**src/sv/tss_pkg.sv**
```systemverilog
// Shared types, register indexes and the glyph ramp of the torus shader.
package tss_pkg;

  typedef enum logic [4:0] {
    ST_IDLE, ST_NX, ST_NY, ST_MPX, ST_MPY, ST_MPZ, ST_TMUL, ST_TACC,
    ST_SQA, ST_SQB, ST_SQC, ST_RTA, ST_SQD, ST_SQE, ST_SQF, ST_RTB,
    ST_NSQA, ST_NSQB, ST_NSQC, ST_NSQD, ST_NRT, ST_MK, ST_KDIV, ST_LDIV, ST_FIN
  } tss_state_t;

  typedef enum logic {IT_SQRT, IT_DIV} it_mode_t;

  typedef struct packed {
    logic     start;
    it_mode_t mode;
  } it_req_t;

  localparam logic [2:0] CFG_SCREEN_WIDTH  = 3'd0;
  localparam logic [2:0] CFG_SCREEN_HEIGHT = 3'd1;
  localparam logic [2:0] CFG_ROT_ROW_ZERO  = 3'd2;
  localparam logic [2:0] CFG_ROT_ROW_ONE   = 3'd3;
  localparam logic [2:0] CFG_ROT_ROW_TWO   = 3'd4;

  localparam logic [6:0] GLYPH_MISS = 7'h20;
  localparam logic [6:0] GLYPH_FLAT = 7'h2E;
  localparam logic [6:0] RAMP_LAST  = 7'd68;
  localparam int         RAMP_LEN   = 69;

  localparam logic [6:0] RAMP [0:68] = '{
    7'h40, 7'h57, 7'h4D, 7'h42, 7'h24, 7'h25, 7'h38, 7'h26, 7'h23, 7'h2A,
    7'h6F, 7'h61, 7'h68, 7'h6B, 7'h62, 7'h64, 7'h70, 7'h71, 7'h77, 7'h6D,
    7'h5A, 7'h4F, 7'h30, 7'h51, 7'h4C, 7'h43, 7'h4A, 7'h55, 7'h59, 7'h58,
    7'h7A, 7'h63, 7'h76, 7'h75, 7'h6E, 7'h78, 7'h72, 7'h6A, 7'h66, 7'h74,
    7'h2F, 7'h5C, 7'h7C, 7'h28, 7'h29, 7'h31, 7'h7B, 7'h7D, 7'h5B, 7'h5D,
    7'h3F, 7'h2D, 7'h5F, 7'h2B, 7'h7E, 7'h3C, 7'h3E, 7'h69, 7'h21, 7'h6C,
    7'h49, 7'h3B, 7'h3A, 7'h2C, 7'h22, 7'h5E, 7'h60, 7'h27, 7'h2E
  };

  // signed Q2.14 matrix entry j of a packed row
  function automatic logic signed [15:0] rot_ent(input logic [47:0] row,
                                                  input logic [1:0] j);
    logic signed [15:0] e;
    case (j)
      2'd0:    e = row[15:0];
      2'd1:    e = row[31:16];
      2'd2:    e = row[47:32];
      default: e = '0;
    endcase
    return e;
  endfunction

endpackage

```
**src/sv/tss_mul.sv**
```systemverilog
// Shared multiplier: registered magnitude product plus rounded, saturated shift.
module tss_mul #(
  parameter int W = 24,
  parameter int F = 16
) (
  input  logic                      clk,
  input  logic                      go,
  input  logic                      sh14,
  input  logic signed [W+1:0]       a,
  input  logic signed [W+1:0]       b,
  output logic        [2*W+3:0]     prod,
  output logic signed [W-1:0]       rnd
);
  localparam int AW = W + 2;
  localparam int PW = 2 * AW;

  logic [AW-1:0] ma, mb;
  logic [PW-1:0] prod_r;
  logic          neg_r, sh14_r;
  logic [PW:0]   rs, m;

  localparam logic [PW:0] HI  = ((PW+1)'(1) << (W-1)) - (PW+1)'(1);
  localparam logic [PW:0] LIM = (PW+1)'(1) << (W-1);

  assign ma = a[AW-1] ? AW'(-a) : AW'(a);
  assign mb = b[AW-1] ? AW'(-b) : AW'(b);

  always_ff @(posedge clk) begin
    if (go) begin
      prod_r <= ma * mb;
      neg_r  <= a[AW-1] ^ b[AW-1];
      sh14_r <= sh14;
    end
  end

  always_comb begin
    rs = {1'b0, prod_r} + (sh14_r ? ((PW+1)'(1) << 13) : ((PW+1)'(1) << (F-1)));
    m  = sh14_r ? (rs >> 14) : (rs >> F);
    if (!neg_r) begin
      rnd = (m > HI) ? W'(HI) : W'(m);
    end else begin
      rnd = (m > LIM) ? W'(LIM) : -W'(m);
    end
  end

  assign prod = prod_r;

endmodule

```
**src/sv/tss_iter.sv**
```systemverilog
// Shared iterative unit: bit-serial square root or restoring division.
module tss_iter #(
  parameter int W  = 24,
  parameter int NW = 42
) (
  input  logic                 clk,
  input  logic                 rst_n,
  input  tss_pkg::it_req_t     req,
  input  logic [2*W-1:0]       rad,
  input  logic [NW-1:0]        dvd,
  input  logic [W-1:0]         dvs,
  output logic                 done,
  output logic [W-1:0]         root,
  output logic [NW-1:0]        quo
);
  localparam int OPW = (2 * W > NW) ? 2 * W : NW;
  localparam int CW  = $clog2(OPW + 1);

  tss_pkg::it_mode_t mode_r;
  logic              busy_r, done_r;
  logic [CW-1:0]     cnt_r;
  logic [OPW-1:0]    opnd_r;
  logic [W:0]        rem_r;
  logic [NW-1:0]     res_r;
  logic [W-1:0]      dvs_r;

  logic [W+2:0]      s_rs, s_trial;
  logic [W:0]        d_rs;
  logic [W:0]        rem_nxt;
  logic [NW-1:0]     res_nxt;
  logic [OPW-1:0]    opnd_nxt;
  logic [CW-1:0]     last;

  always_comb begin
    s_rs    = {rem_r, opnd_r[OPW-1 -: 2]};
    s_trial = {1'b0, res_r[W-1:0], 2'b01};
    d_rs    = {rem_r[W-1:0], opnd_r[OPW-1]};
    if (mode_r == tss_pkg::IT_SQRT) begin
      last     = CW'(W - 1);
      opnd_nxt = opnd_r << 2;
      if (s_rs >= s_trial) begin
        rem_nxt = (W+1)'(s_rs - s_trial);
        res_nxt = {res_r[NW-2:0], 1'b1};
      end else begin
        rem_nxt = (W+1)'(s_rs);
        res_nxt = {res_r[NW-2:0], 1'b0};
      end
    end else begin
      last     = CW'(NW - 1);
      opnd_nxt = opnd_r << 1;
      if (d_rs >= {1'b0, dvs_r}) begin
        rem_nxt = d_rs - {1'b0, dvs_r};
        res_nxt = {res_r[NW-2:0], 1'b1};
      end else begin
        rem_nxt = d_rs;
        res_nxt = {res_r[NW-2:0], 1'b0};
      end
    end
  end

  always_ff @(posedge clk) begin
    if (!rst_n) begin
      busy_r <= 1'b0;
      done_r <= 1'b0;
    end else begin
      done_r <= 1'b0;
      if (!busy_r && req.start) begin
        busy_r <= 1'b1;
        cnt_r  <= '0;
        mode_r <= req.mode;
        rem_r  <= '0;
        res_r  <= '0;
        dvs_r  <= dvs;
        if (req.mode == tss_pkg::IT_SQRT) begin
          opnd_r <= OPW'(rad) << (OPW - 2 * W);
        end else begin
          opnd_r <= OPW'(dvd) << (OPW - NW);
        end
      end else if (busy_r) begin
        opnd_r <= opnd_nxt;
        rem_r  <= rem_nxt;
        res_r  <= res_nxt;
        cnt_r  <= cnt_r + CW'(1);
        if (cnt_r == last) begin
          busy_r <= 1'b0;
          done_r <= 1'b1;
        end
      end
    end
  end

  assign done = done_r;
  assign root = res_r[W-1:0];
  assign quo  = res_r;

endmodule

```
**src/sv/torus_sphere_trace_shader.sv**
```systemverilog
// Torus sphere-trace shader: one pixel in, one ASCII glyph out, one item at a time.
// Each item runs two coordinate divisions, then march steps (15 products and two
// square roots on the shared multiplier and root/divide unit), six distance passes
// and a final root and division for shading. The next item is accepted once the
// glyph is in the output register. Reset is synchronous.
module torus_sphere_trace_shader #(
  parameter int MAX_STEPS = 100,
  parameter int FRAC_BITS = 16
) (
  input  logic        clk,
  input  logic        rst_n,
  input  logic        in_valid,
  output logic        in_stall,
  input  logic [9:0]  in_pix_x,
  input  logic [9:0]  in_pix_y,
  output logic        out_valid,
  input  logic        out_stall,
  output logic [6:0]  out_glyph,
  input  logic        cfg_we,
  input  logic [2:0]  cfg_index,
  input  logic [47:0] cfg_data
);
  localparam int W   = FRAC_BITS + 8;   // Q8.F value width
  localparam int AW  = W + 2;           // multiplier operand width
  localparam int NW  = W + FRAC_BITS + 2;
  localparam int SW  = NW + 2;          // headroom for pre-saturation sums
  localparam int STW = $clog2(MAX_STEPS + 1);
  localparam int XW  = FRAC_BITS + 1;
  localparam int IW  = FRAC_BITS + 8;

  localparam int ONE_L = 1 << FRAC_BITS;
  localparam int EPS_L = (ONE_L + 500) / 1000;
  localparam logic signed [W-1:0] ONE_V  = W'(ONE_L);
  localparam logic signed [W-1:0] TWO_V  = W'(2 * ONE_L);
  localparam logic signed [W-1:0] HALF_V = W'(ONE_L / 2);
  localparam logic signed [W-1:0] Z0_V   = W'(7 * (ONE_L / 2));
  localparam logic signed [W-1:0] EPS_V  = W'(EPS_L);
  localparam logic signed [W-1:0] FAR_V  = W'(100 * ONE_L);
  localparam logic signed [SW-1:0] HI_X  = (SW'(1) <<< (W-1)) - SW'(1);
  localparam logic signed [SW-1:0] LO_X  = -(SW'(1) <<< (W-1));

  // floor(sqrt(2^(2F)/3)) for normalizing against the light vector
  function automatic longint k_of(input int f);
    longint v, r, b;
    v = (64'sd1 <<< (2 * f)) / 3;
    r = 0;
    b = 64'sd1 <<< 62;
    while (b > v) b = b >>> 2;
    while (b != 0) begin
      if (v >= r + b) begin
        v = v - r - b;
        r = (r >>> 1) + b;
      end else begin
        r = r >>> 1;
      end
      b = b >>> 2;
    end
    return r;
  endfunction

  localparam longint K_L = k_of(FRAC_BITS);
  localparam logic signed [AW-1:0] K_V = AW'(K_L);

  function automatic logic signed [W-1:0] sat(input logic signed [SW-1:0] v);
    if (v > HI_X) return W'(HI_X);
    if (v < LO_X) return W'(LO_X);
    return W'(v);
  endfunction

  // configuration
  logic [10:0] width_r, height_r;
  logic [47:0] rot_r [3];

  always_ff @(posedge clk) begin
    if (!rst_n) begin
      width_r  <= 11'd120;
      height_r <= 11'd30;
      rot_r[0] <= 48'd1073741824;
      rot_r[1] <= 48'd16384;
      rot_r[2] <= 48'd70368744177664;
    end else if (cfg_we) begin
      unique case (cfg_index)
        tss_pkg::CFG_SCREEN_WIDTH:  width_r  <= cfg_data[10:0];
        tss_pkg::CFG_SCREEN_HEIGHT: height_r <= cfg_data[10:0];
        tss_pkg::CFG_ROT_ROW_ZERO:  rot_r[0] <= cfg_data;
        tss_pkg::CFG_ROT_ROW_ONE:   rot_r[1] <= cfg_data;
        tss_pkg::CFG_ROT_ROW_TWO:   rot_r[2] <= cfg_data;
        default: ;
      endcase
    end
  end

  // sequencer and datapath registers
  tss_pkg::tss_state_t state_r, state_nxt;
  logic signed [W-1:0]  cx_r, cx_nxt, cy_r, cy_nxt, t_r, t_nxt;
  logic signed [W-1:0]  p_r [3], p_nxt [3];
  logic signed [W-1:0]  pt_r [3], pt_nxt [3];
  logic signed [W-1:0]  q_r [3], q_nxt [3];
  logic signed [W-1:0]  n_r [3], n_nxt [3];
  logic signed [AW-1:0] acc_r, acc_nxt;
  logic signed [W-1:0]  ring_r, ring_nxt, dhi_r, dhi_nxt;
  logic [2*W-1:0]       ss_r, ss_nxt;
  logic [W-1:0]         len_r, len_nxt;
  logic [STW-1:0]       step_r, step_nxt;
  logic [1:0]           i_r, i_nxt, j_r, j_nxt, ax_r, ax_nxt;
  logic                 lo_r, lo_nxt, shd_r, shd_nxt;
  logic [9:0]           pix_y_r, pix_y_nxt;
  logic [6:0]           gl_r, gl_nxt;
  logic                 out_valid_r, out_valid_nxt;
  logic [6:0]           out_glyph_r, out_glyph_nxt;

  // shared units
  logic                 mul_go, mul_sh14;
  logic signed [AW-1:0] mul_a, mul_b;
  logic [2*AW-1:0]      mul_prod;
  logic signed [W-1:0]  mul_rnd;
  tss_pkg::it_req_t     it_req;
  logic [2*W-1:0]       it_rad;
  logic [NW-1:0]        it_dvd;
  logic [W-1:0]         it_dvs;
  logic                 it_done;
  logic [W-1:0]         it_root;
  logic [NW-1:0]        it_quo;

  tss_mul #(.W(W), .F(FRAC_BITS)) u_mul (
    .clk  (clk),
    .go   (mul_go),
    .sh14 (mul_sh14),
    .a    (mul_a),
    .b    (mul_b),
    .prod (mul_prod),
    .rnd  (mul_rnd)
  );

  tss_iter #(.W(W), .NW(NW)) u_iter (
    .clk   (clk),
    .rst_n (rst_n),
    .req   (it_req),
    .rad   (it_rad),
    .dvd   (it_dvd),
    .dvs   (it_dvs),
    .done  (it_done),
    .root  (it_root),
    .quo   (it_quo)
  );

  // derived values
  logic                 in_acc;
  logic signed [W-1:0]  norm_v, root_sat, dval;
  logic                 hit, past_far, last_step;
  logic signed [AW-1:0] num_v;
  logic                 flat;
  logic [10:0]          wsize, hsize;
  logic [XW-1:0]        dark;
  logic [IW-1:0]        idx_full;
  logic [7:0]           idx8;
  logic [6:0]           lit_glyph;

  assign in_stall = (state_r != tss_pkg::ST_IDLE);
  assign in_acc   = in_valid && !in_stall;
  assign wsize    = (width_r == '0) ? 11'd1 : width_r;
  assign hsize    = (height_r == '0) ? 11'd1 : height_r;

  assign norm_v    = sat($signed(SW'({1'b0, it_quo})) - SW'(ONE_V));
  assign root_sat  = sat($signed(SW'({1'b0, it_root})));
  assign dval      = sat(SW'(root_sat) - SW'(HALF_V));
  assign hit       = dval < EPS_V;
  assign past_far  = t_r > FAR_V;
  assign last_step = (step_r == STW'(MAX_STEPS - 1));
  assign num_v     = AW'(n_r[2]) - AW'(n_r[0]) - AW'(n_r[1]);
  assign flat      = (num_v <= 0) || (it_root == '0);

  // light = num*K/len; index is floor((1 - light) * 69), capped
  always_comb begin
    dark      = XW'(ONE_L) - it_quo[XW-1:0];
    idx_full  = IW'(dark) * IW'(tss_pkg::RAMP_LEN);
    idx8      = idx_full[IW-1:FRAC_BITS];
    if (it_quo >= NW'(ONE_L)) begin
      lit_glyph = tss_pkg::RAMP[0];
    end else if (idx8 > 8'(tss_pkg::RAMP_LAST)) begin
      lit_glyph = tss_pkg::RAMP[tss_pkg::RAMP_LAST];
    end else begin
      lit_glyph = tss_pkg::RAMP[idx8[6:0]];
    end
  end

  // next state
  always_comb begin
    state_nxt = state_r;
    unique case (state_r)
      tss_pkg::ST_IDLE: if (in_acc) state_nxt = tss_pkg::ST_NX;
      tss_pkg::ST_NX:   if (it_done) state_nxt = tss_pkg::ST_NY;
      tss_pkg::ST_NY:   if (it_done) state_nxt = tss_pkg::ST_MPX;
      tss_pkg::ST_MPX:  state_nxt = tss_pkg::ST_MPY;
      tss_pkg::ST_MPY:  state_nxt = tss_pkg::ST_MPZ;
      tss_pkg::ST_MPZ:  state_nxt = tss_pkg::ST_TMUL;
      tss_pkg::ST_TMUL: state_nxt = tss_pkg::ST_TACC;
      tss_pkg::ST_TACC: begin
        if (j_r == 2'd2 && i_r == 2'd2) state_nxt = tss_pkg::ST_SQA;
        else                            state_nxt = tss_pkg::ST_TMUL;
      end
      tss_pkg::ST_SQA:  state_nxt = tss_pkg::ST_SQB;
      tss_pkg::ST_SQB:  state_nxt = tss_pkg::ST_SQC;
      tss_pkg::ST_SQC:  state_nxt = tss_pkg::ST_RTA;
      tss_pkg::ST_RTA:  if (it_done) state_nxt = tss_pkg::ST_SQD;
      tss_pkg::ST_SQD:  state_nxt = tss_pkg::ST_SQE;
      tss_pkg::ST_SQE:  state_nxt = tss_pkg::ST_SQF;
      tss_pkg::ST_SQF:  state_nxt = tss_pkg::ST_RTB;
      tss_pkg::ST_RTB: begin
        if (it_done) begin
          if (!shd_r) begin
            if (hit)                         state_nxt = tss_pkg::ST_TMUL;
            else if (past_far || last_step)  state_nxt = tss_pkg::ST_FIN;
            else                             state_nxt = tss_pkg::ST_MPX;
          end else if (lo_r && ax_r == 2'd2) begin
            state_nxt = tss_pkg::ST_NSQA;
          end else begin
            state_nxt = tss_pkg::ST_TMUL;
          end
        end
      end
      tss_pkg::ST_NSQA: state_nxt = tss_pkg::ST_NSQB;
      tss_pkg::ST_NSQB: state_nxt = tss_pkg::ST_NSQC;
      tss_pkg::ST_NSQC: state_nxt = tss_pkg::ST_NSQD;
      tss_pkg::ST_NSQD: state_nxt = tss_pkg::ST_NRT;
      tss_pkg::ST_NRT: begin
        if (it_done) state_nxt = flat ? tss_pkg::ST_FIN : tss_pkg::ST_MK;
      end
      tss_pkg::ST_MK:   state_nxt = tss_pkg::ST_KDIV;
      tss_pkg::ST_KDIV: state_nxt = tss_pkg::ST_LDIV;
      tss_pkg::ST_LDIV: if (it_done) state_nxt = tss_pkg::ST_FIN;
      tss_pkg::ST_FIN: begin
        if (!out_valid_r || !out_stall) state_nxt = tss_pkg::ST_IDLE;
      end
      default: state_nxt = tss_pkg::ST_IDLE;
    endcase
  end

  // unit control
  always_comb begin
    mul_go   = 1'b0;
    mul_sh14 = 1'b0;
    mul_a    = '0;
    mul_b    = '0;
    it_req   = '{start: 1'b0, mode: tss_pkg::IT_DIV};
    it_rad   = ss_r + mul_prod[2*W-1:0];
    it_dvd   = NW'(in_pix_x) << (FRAC_BITS + 1);
    it_dvs   = W'(wsize);
    unique case (state_r)
      tss_pkg::ST_IDLE: it_req.start = in_acc;
      tss_pkg::ST_NX: begin
        it_req.start = it_done;
        it_dvd       = NW'(pix_y_r) << (FRAC_BITS + 1);
        it_dvs       = W'(hsize);
      end
      tss_pkg::ST_MPX: begin
        mul_go = 1'b1; mul_a = AW'(cx_r); mul_b = AW'(t_r);
      end
      tss_pkg::ST_MPY: begin
        mul_go = 1'b1; mul_a = AW'(cy_r); mul_b = AW'(t_r);
      end
      tss_pkg::ST_TMUL: begin
        mul_go   = 1'b1;
        mul_sh14 = 1'b1;
        mul_a    = AW'(tss_pkg::rot_ent(rot_r[i_r], j_r));
        mul_b    = AW'(pt_r[j_r]);
      end
      tss_pkg::ST_SQA:  begin mul_go = 1'b1; mul_a = AW'(q_r[0]); mul_b = AW'(q_r[0]); end
      tss_pkg::ST_SQB:  begin mul_go = 1'b1; mul_a = AW'(q_r[2]); mul_b = AW'(q_r[2]); end
      tss_pkg::ST_SQD:  begin mul_go = 1'b1; mul_a = AW'(ring_r); mul_b = AW'(ring_r); end
      tss_pkg::ST_SQE:  begin mul_go = 1'b1; mul_a = AW'(q_r[1]); mul_b = AW'(q_r[1]); end
      tss_pkg::ST_NSQA: begin mul_go = 1'b1; mul_a = AW'(n_r[0]); mul_b = AW'(n_r[0]); end
      tss_pkg::ST_NSQB: begin mul_go = 1'b1; mul_a = AW'(n_r[1]); mul_b = AW'(n_r[1]); end
      tss_pkg::ST_NSQC: begin mul_go = 1'b1; mul_a = AW'(n_r[2]); mul_b = AW'(n_r[2]); end
      tss_pkg::ST_SQC, tss_pkg::ST_SQF, tss_pkg::ST_NSQD: begin
        it_req = '{start: 1'b1, mode: tss_pkg::IT_SQRT};
      end
      tss_pkg::ST_MK: begin
        mul_go = 1'b1; mul_a = num_v; mul_b = K_V;
      end
      tss_pkg::ST_KDIV: begin
        it_req.start = 1'b1;
        it_dvd       = mul_prod[NW-1:0];
        it_dvs       = len_r;
      end
      default: ;
    endcase
  end

  // datapath updates
  always_comb begin
    cx_nxt = cx_r; cy_nxt = cy_r; t_nxt = t_r;
    p_nxt = p_r; pt_nxt = pt_r; q_nxt = q_r; n_nxt = n_r;
    acc_nxt = acc_r; ring_nxt = ring_r; dhi_nxt = dhi_r;
    ss_nxt = ss_r; len_nxt = len_r; step_nxt = step_r;
    i_nxt = i_r; j_nxt = j_r; ax_nxt = ax_r; lo_nxt = lo_r; shd_nxt = shd_r;
    pix_y_nxt = pix_y_r; gl_nxt = gl_r;
    out_valid_nxt = out_valid_r && out_stall;
    out_glyph_nxt = out_glyph_r;
    unique case (state_r)
      tss_pkg::ST_IDLE: if (in_acc) pix_y_nxt = in_pix_y;
      tss_pkg::ST_NX:   if (it_done) cx_nxt = norm_v;
      tss_pkg::ST_NY: begin
        if (it_done) begin
          cy_nxt   = norm_v;
          t_nxt    = '0;
          step_nxt = '0;
        end
      end
      tss_pkg::ST_MPY: begin
        p_nxt[0]  = mul_rnd;
        pt_nxt[0] = mul_rnd;
      end
      tss_pkg::ST_MPZ: begin
        p_nxt[1]  = mul_rnd;
        pt_nxt[1] = mul_rnd;
        p_nxt[2]  = sat(SW'(Z0_V) - SW'(t_r));
        pt_nxt[2] = sat(SW'(Z0_V) - SW'(t_r));
        i_nxt = '0; j_nxt = '0; acc_nxt = '0; shd_nxt = 1'b0;
      end
      tss_pkg::ST_TACC: begin
        if (j_r == 2'd2) begin
          q_nxt[i_r] = sat(SW'(acc_r) + SW'(mul_rnd));
          acc_nxt    = '0;
          j_nxt      = '0;
          i_nxt      = (i_r == 2'd2) ? 2'd0 : i_r + 2'd1;
        end else begin
          acc_nxt = acc_r + AW'(mul_rnd);
          j_nxt   = j_r + 2'd1;
        end
      end
      tss_pkg::ST_SQB, tss_pkg::ST_SQE, tss_pkg::ST_NSQB: ss_nxt = mul_prod[2*W-1:0];
      tss_pkg::ST_NSQC: ss_nxt = ss_r + mul_prod[2*W-1:0];
      tss_pkg::ST_RTA: if (it_done) ring_nxt = sat(SW'(root_sat) - SW'(TWO_V));
      tss_pkg::ST_RTB: begin
        if (it_done) begin
          if (!shd_r) begin
            if (hit) begin
              // start the normal: +eps on x first
              shd_nxt   = 1'b1;
              ax_nxt    = '0;
              lo_nxt    = 1'b0;
              pt_nxt    = p_r;
              pt_nxt[0] = sat(SW'(p_r[0]) + SW'(EPS_V));
            end else if (past_far) begin
              gl_nxt = tss_pkg::GLYPH_MISS;
            end else begin
              t_nxt    = sat(SW'(t_r) + SW'(dval));
              step_nxt = step_r + STW'(1);
              gl_nxt   = tss_pkg::GLYPH_MISS;
            end
          end else if (!lo_r) begin
            dhi_nxt        = dval;
            lo_nxt         = 1'b1;
            pt_nxt         = p_r;
            pt_nxt[ax_r]   = sat(SW'(p_r[ax_r]) - SW'(EPS_V));
          end else begin
            n_nxt[ax_r] = sat(SW'(dhi_r) - SW'(dval));
            lo_nxt      = 1'b0;
            if (ax_r != 2'd2) begin
              ax_nxt             = ax_r + 2'd1;
              pt_nxt             = p_r;
              pt_nxt[ax_r + 2'd1] = sat(SW'(p_r[ax_r + 2'd1]) + SW'(EPS_V));
            end
          end
        end
      end
      tss_pkg::ST_NRT: begin
        if (it_done) begin
          len_nxt = it_root;
          gl_nxt  = tss_pkg::GLYPH_FLAT;
        end
      end
      tss_pkg::ST_LDIV: if (it_done) gl_nxt = lit_glyph;
      tss_pkg::ST_FIN: begin
        if (!out_valid_r || !out_stall) begin
          out_valid_nxt = 1'b1;
          out_glyph_nxt = gl_r;
        end
      end
      default: ;
    endcase
  end

  always_ff @(posedge clk) begin
    if (!rst_n) begin
      state_r     <= tss_pkg::ST_IDLE;
      out_valid_r <= 1'b0;
    end else begin
      state_r     <= state_nxt;
      out_valid_r <= out_valid_nxt;
    end
  end

  always_ff @(posedge clk) begin
    cx_r <= cx_nxt; cy_r <= cy_nxt; t_r <= t_nxt;
    p_r <= p_nxt; pt_r <= pt_nxt; q_r <= q_nxt; n_r <= n_nxt;
    acc_r <= acc_nxt; ring_r <= ring_nxt; dhi_r <= dhi_nxt;
    ss_r <= ss_nxt; len_r <= len_nxt; step_r <= step_nxt;
    i_r <= i_nxt; j_r <= j_nxt; ax_r <= ax_nxt; lo_r <= lo_nxt; shd_r <= shd_nxt;
    pix_y_r <= pix_y_nxt; gl_r <= gl_nxt;
    out_glyph_r <= out_glyph_nxt;
  end

  assign out_valid = out_valid_r;
  assign out_glyph = out_glyph_r;

endmodule
```
**config.mk**
```make
export PLATFORM = sky130hd
export DESIGN_NAME = torus_sphere_trace_shader
export DESIGN_NICKNAME = d
export VERILOG_FILES = /design/src/sv/tss_pkg.sv /design/src/sv/tss_mul.sv /design/src/sv/tss_iter.sv /design/src/sv/torus_sphere_trace_shader.sv
export SDC_FILE = /design/constraint.sdc
export NUM_CORES = 2
export LEC_CHECK = 0
export BUFFER_PORTS_ARGS = -buffer_cell sky130_fd_sc_hd__buf_2
export CAP_MARGIN = 20
export CORE_ASPECT_RATIO = 0.7
export CORE_UTILIZATION = 55
export DETAILED_ROUTE_END_ITERATION = 8
export GPL_TIMING_DRIVEN = 0
export PLACE_DENSITY = 0.74
export SLEW_MARGIN = 0
export SYNTH_ARGS = -nofsm -noshare
export SYNTH_HDL_FRONTEND = slang
export SYNTH_SLANG_ARGS = --single-unit
```
**constraint.sdc**
```tcl
create_clock -name clk -period 30 [get_ports clk]
set_clock_uncertainty 0.2 [all_clocks]
set_input_delay 6 -clock clk [delete_from_list [all_inputs] [get_ports clk]]
set_output_delay 6 -clock clk [all_outputs]
set_load 0.005 [all_outputs]
```
# --- After elaboration in Yosys (flattened, before gate mapping) ---
# Memories as Yosys holds them, arrays and structs flattened. A register that Yosys moved wholly into a read port is not among the register bits.
# Index checks and enable logic that the tools add are counted.
op_classes:
  add_sub_neg: 26
  multipliers: 2
  n_lt_le_gt_ge: 38
  eq_ne: 51
  mux: 279
  bitwise_logic: 12
  n_reduce_logical: 58
op_table:
  columns: ["cell", "count"]
  rows:
  - ["$mux 24", 74]
  - ["$mux 72", 5]
  - ["$mux 48", 7]
  - ["$bwmux 72", 4]
  - ["$pmux 26 s11", 1]
  - ["$pmux 26 s10", 1]
  - ["$gt 25x24->1 const B", 8]
  - ["$lt 25x24->1 const B", 8]
  - ["$pmux 48 s2", 2]
  - ["$bmux 24 s2", 3]
  - ["$demux 24 s2", 3]
  - ["$pmux 24 s2", 3]
  - ["$pmux 5 s25", 1]
  - ["$mux 1", 116]
  - ["$mux 25", 4]
  - ["$mux 7", 14]
  - ["$pmux 42 s2", 1]
  - ["$mux 26", 3]
  - ["$mux 5", 12]
  - ["$add 52x53->53", 1]
  - ["$gt 53x23->1 const B", 1]
  - ["$gt 53x24->1 const B", 1]
  - ["$mul 26x26->52", 1]
  - ["$neg 26->26", 2]
  - ["other kinds (91)", 190]
word_totals:
  ff_bits: 775
  mem_bits_rw: 144
  romBits: 896
  in_bits: 76
  out_inout_bits: 9
  elab_cells: 512
  memories: 2
mem_list:
  columns: ["name", "words", "width", "rd", "rd_clocked_by_memory_dff", "write_ports", "line", "text"]
  rows:
  - ["(no name shown)", 128, 7, 1, 0, 0, "torus_sphere_trace_shader.sv:183", "lit_glyph = tss_pkg::RAMP[idx8[6:0]];"]
  - ["rot_r", 3, 48, 1, 1, 3, "torus_sphere_trace_shader.sv:72", "logic [47:0] rot_r [3];"]

# --- Logic depth before layout (Yosys ltp) ---
logic_depth:
  ltp_word: 32
  ltp_mapped: 44
  depth_no_buf: 41

# --- Cells and area by module ---
# Synthesis repeated with hierarchy kept, for this count alone.
hier_totals:
  hier_cells: 9094
  area_unflattened_um2: 85688.4
by_module_without_submodules:
  columns: ["module", "instances", "cells_per_inst", "area_per_inst_um2"]
  rows:
  - ["torus_sphere_trace_shader", 1, 4950, 48524.0]
  - ["tss_mul", 1, 3114, 26779.4]
  - ["tss_iter", 1, 1030, 10385.0]

# --- Worst setup path before layout ---
# No wires, ideal clock.
synth_timing:
  path_kind: "input to register"
  startpoint: "input port in_valid"
  endpoint: "register u_iter.cnt_r[0] (enable)"
  arrival_ns: 11.715
  required_time_ns: 29.196
  slack_ns: 17.481
  cell_stages: 5
  cell_sequence: "and3_1 > nor3_1 > nand2_1 > nor2_1 > nor2_1"
synth_between:
  elab_chain_len: 5
synth_rtl:
  columns: ["item", "line", "text"]
  rows:
  - ["start, declared", "torus_sphere_trace_shader.sv:12", "input logic in_valid,"]
  - ["$logic_and 1x1->1", "torus_sphere_trace_shader.sv:160", "assign in_acc = in_valid && !in_stall;"]
  - ["$pmux 1 s3", "torus_sphere_trace_shader.sv:249", "unique case (state_r)"]
  - ["$logic_and 1x1->1", "tss_iter.sv:67", "if (!busy_r && req.start) begin"]
  - ["$reduce_bool 2->1 (no line)", null, null]
  - ["$reduce_and 2->1 (no line)", null, null]
  - ["end signal, assigned", "tss_iter.sv:83", "cnt_r <= cnt_r + CW'(1);"]
  - ["end, declared", "tss_iter.sv:21", "logic [CW-1:0] cnt_r;"]
# Every way passes these cells.
# A chain may end at the register's enable or synchronous reset.

# --- Final worst setup path ---
layout_timing:
  startpoint: "register j_r[1]"
  endpoint: "register u_mul.prod_r[48] (netlist: u_mul.prod[48]) (data pin)"
layout_between:
  elab_chain_len: 8
  word_cells_on_any_way: 15
  cone_classes: "add/sub: 2; mul: 1; eq/ne: 2; mux: 8; bitwise: 1; reduce/logical: 1"
layout_rtl:
  columns: ["item", "line", "text"]
  rows:
  - ["start, declared", "torus_sphere_trace_shader.sv:105", "logic [1:0] i_r, i_nxt, j_r, j_nxt, ax_r, ax_nxt;"]
  - ["start signal, assigned", "torus_sphere_trace_shader.sv:400", "i_r <= i_nxt; j_r <= j_nxt; ax_r <= ax_nxt; lo_r <= lo_nxt; shd_r <= shd_nxt;"]
  - ["$not 2->3 (implied by the code)", "torus_sphere_trace_shader.sv:266", "mul_b = AW'(pt_r[j_r]);"]
  - ["$bmux 24 s2", "torus_sphere_trace_shader.sv:266", null]
  - ["$mux 24 (implied by the code) (2 in series)", "torus_sphere_trace_shader.sv:266", null]
  - ["$pmux 26 s10", "torus_sphere_trace_shader.sv:249", null]
  - ["$neg 26->26", "tss_mul.sv:26", "assign mb = b[AW-1] ? AW'(-b) : AW'(b);"]
  - ["$mux 26", "tss_mul.sv:26", null]
  - ["$mul 26x26->52 *", "tss_mul.sv:30", "prod_r <= ma * mb;"]
  - ["end signal, assigned", "tss_mul.sv:30", null]
  - ["end, declared", "tss_mul.sv:18", "logic [PW-1:0] prod_r;"]
# Mark *: on every way between the ends. The rest lies on a longest branch, timed or not. The select of a mux whose other input is x is not followed.

==> summary.txt <==
Outcome
  – Outcome: finished, final reports clean

Layout
  – Fillers: 12729
  – Commonest cells after routing, fill and taps aside: 958 x inv_1, 889 x edfxtp_1, 885 x nand2_1, 706 x nor2_1, 612 x fa_1
  – Layout Nets: 10224
  – Area Overhead vs Synth: 9.02%
  – Leading cell type in the layout, fill and taps excluded: inv_1
  – Layout cells sized above 1: 6.51%

Synth
  – Ys async rst share: 0%
  – Distinct cells, synth: 118
  – Ys Warns: 0
  – Cells after Synth: 8721
  – Ys flop type: edfxtp_1
  – Post-synth EDFFs: 889
  – Synth Cell Area: 83100 µm²
  – Syn Area/Cell: 9.53 µm²
  – Post-synthesis sequential area ratio: 32.9%
  – Synthesized flop and latch total: 921

Clock tree
  – CTS root buf: clkbuf_16
  – Max H-tree Level: 3
  – Total CTS buffers: 93
  – Sink Count: 921
  – Clk buf depth: 3
  – CTS resizes: 0
  – Postcts setup bufs: 0
  – Skew-Pair Late Insertion Delay: 750 ps
  – CTS tree: yes
  – Hold Buf Count CTS: 0
  – Reg clk slew, reported paths: 70 ps

Drt
  – Routed WL: 328000 µm
  – DRT Pass-1 Iters: 9
  – Vias/cell: 6.56
  – Drt drc: 0
  – Post-route ant nets: 0
  – Initial DRC Count: 11082
  – Wirelength per Cell: 29.5 µm
  – Via count: 72906

Floorplan
  – Die W: 467 µm
  – DIE HEIGHT: 327 µm
  – I/O pins: 85
  – CORE AREA: 149000 µm²
  – Starting Density: 55.8%
  – Full die area: 153000 µm²
  – Rows: 118

Timing
  – Final period util: 50.8%
  – Relative slew slack: 4.42%
  – Setup tns final: 0 ps
  – RSZ-0062 raised after global routing: false
  – Fmax: 0.0656 GHz
  – Hold_ws: 217 ps
  – Setup violators final: 0
  – Tmin final: 15240 ps
  – Worst Max-Slew Pin Slew: 1430 ps
  – Final hold viol count: 0
  – Pins Over Slew Limit: 0

Power and ir drop
  – Total Power: 6.84 mW
  – Peak supply drop: 0.372 mV
  – Leakage: 38.2 nW
  – Power Density: 75.5 nW/µm²

GRT
  – Initial antenna violation count: 21
  – All-Layer GR Usage: 42.4%
  – Vias in the first global route: 67592
  – Largest net degree at the start of global routing: 34
  – First-pass GRT wire length: 469000 µm
  – Grt ovf: 0

Job
  – Maxcap violations: 0

Setup path
  – WP data arrival: 15470 ps
  – Required time of the worst setup path: 30230 ps
  – Crit path max-delay cell type: clkbuf_1
  – Critical Path End Type: register
  – CP max stage delay: 870 ps
  – Worst-path maximum fanout: 10
  – CP Class: reg -> reg
  – Critical Path Source Type: register

Hold path
  – Min-Delay Path Class: reg -> reg

Placed design
  – GPL Wtd Cong: 1.12
  – IO Port Bufs: 84
  – DPL Wire Length: 266000 µm
[final timing paths]
path,start,to,slack [ps],depth (start not counted)
worst max-delay path,j_r[1],u_mul.prod[48],14760,41
worst min-delay path,gl_r[4],out_glyph[4],220,0
worst max register to register,j_r[1],u_mul.prod[48],14760,41
worst min register to register,gl_r[4],out_glyph[4],220,0
[cell type report]
cell class                 count  area (µm²)  share of cell area (%)
multi-input combinational   6473       50700                    56.0
inverter                     972        3650                    4.03
timing repair buffer         157        1470                    1.62
clock inverter                58         556                   0.613
buffer                       435        1890                    2.08
antenna                        9        22.5                  0.0249
sequential                   921       27300                    30.2
tap                         1980        2480                    2.74
clock buffer                 113        2480                    2.73
[per-layer routing]
metal	up-vias	GRT usage (%)	share of wire, %
met5	-	0	0.024
met4	12	12.6	3.5
met3	660	19.1	17
met2	5126	55.1	38
met1	35832	62.4	42
li1	31276	-	-
[state kept, by name, indices dropped and copies added, names as in the netlist, 7 cells and up, named ones only]
signal         cells
gl_r               7
dhi_r             24
q_r               72
p_r               72
u_iter.quo        42
pt_r              72
height_r          11
cy_r              24
width_r           11
ss_r              48
rot_r            144
pix_y_r           10
out_glyph          7
acc_r             26
u_mul.prod        52
u_iter.opnd_r     48
u_iter.dvs_r      24
u_iter.rem_r      25
ring_r            24
step_r             7
n_r               72
t_r               24
cx_r              24
len_r             24
[critical path: cells and delay by family (launching register included)]
kind | cells | cell delay (ps)
xor gates and xnor gates | 1 | 540
AOI/OAI and AO/OA | 8 | 2590
DFF | 1 | 390
and+or+nand+nor | 10 | 3130
buffers and inverters | 12 | 3230
adders and majority gates | 10 | 4830
[cells by family after synthesis]
kind of cell	Yosys count	synth area share [%]
AOI/OAI and AO/OA	1967	15.8
xor gates and xnor gates	408	4.36
adders and majority gates	1096	22.0
buffers and inverters	1407	6.66
DFF	921	32.9
muxes	228	2.85
other	2	0.00904
and+or+nand+nor	2692	15.4
[metrics by stage]
step	utilization (%)	cells	area (µm²)	setup WS, ps
6_report	60.9	11118	90600	14760
5_1_grt	60.8	11109	90500	14410
4_1_cts	60.7	11094	90400	14900
3_5_place_dp	58.7	10923	87400	14950
3_3_place_gp	58.0	10865	86300	13540
2_1_floorplan	-	8801	83400	17480
[synth_stat cells (all sizes together), types with 129 or more instances]
| cell | n | area [µm²] |
|---|---|---|
| ha | 483 | 6040 |
| clkbuf | 313 | 1180 |
| fa | 612 | 12300 |
| mux2i | 179 | 1790 |
| nand2 | 886 | 3330 |
| inv | 967 | 3630 |
| nor2 | 717 | 2700 |
| nand3 | 206 | 1050 |
| a21oi | 508 | 2550 |
| edfxtp | 889 | 26700 |
| xnor2 | 263 | 2330 |
| a21o | 144 | 1080 |
| o21ai | 378 | 1900 |
| xor2 | 145 | 1280 |
| nor3 | 129 | 672 |
[report_power, final]
part	total, mW	internal, mW	switching [mW]
combinational	3.86	1.26	2.60
clock	1.20	0.647	0.551
sequential	1.78	1.64	0.134
total	6.84	3.55	3.29
No activity file was read; power rests on OpenSTA's default activity.
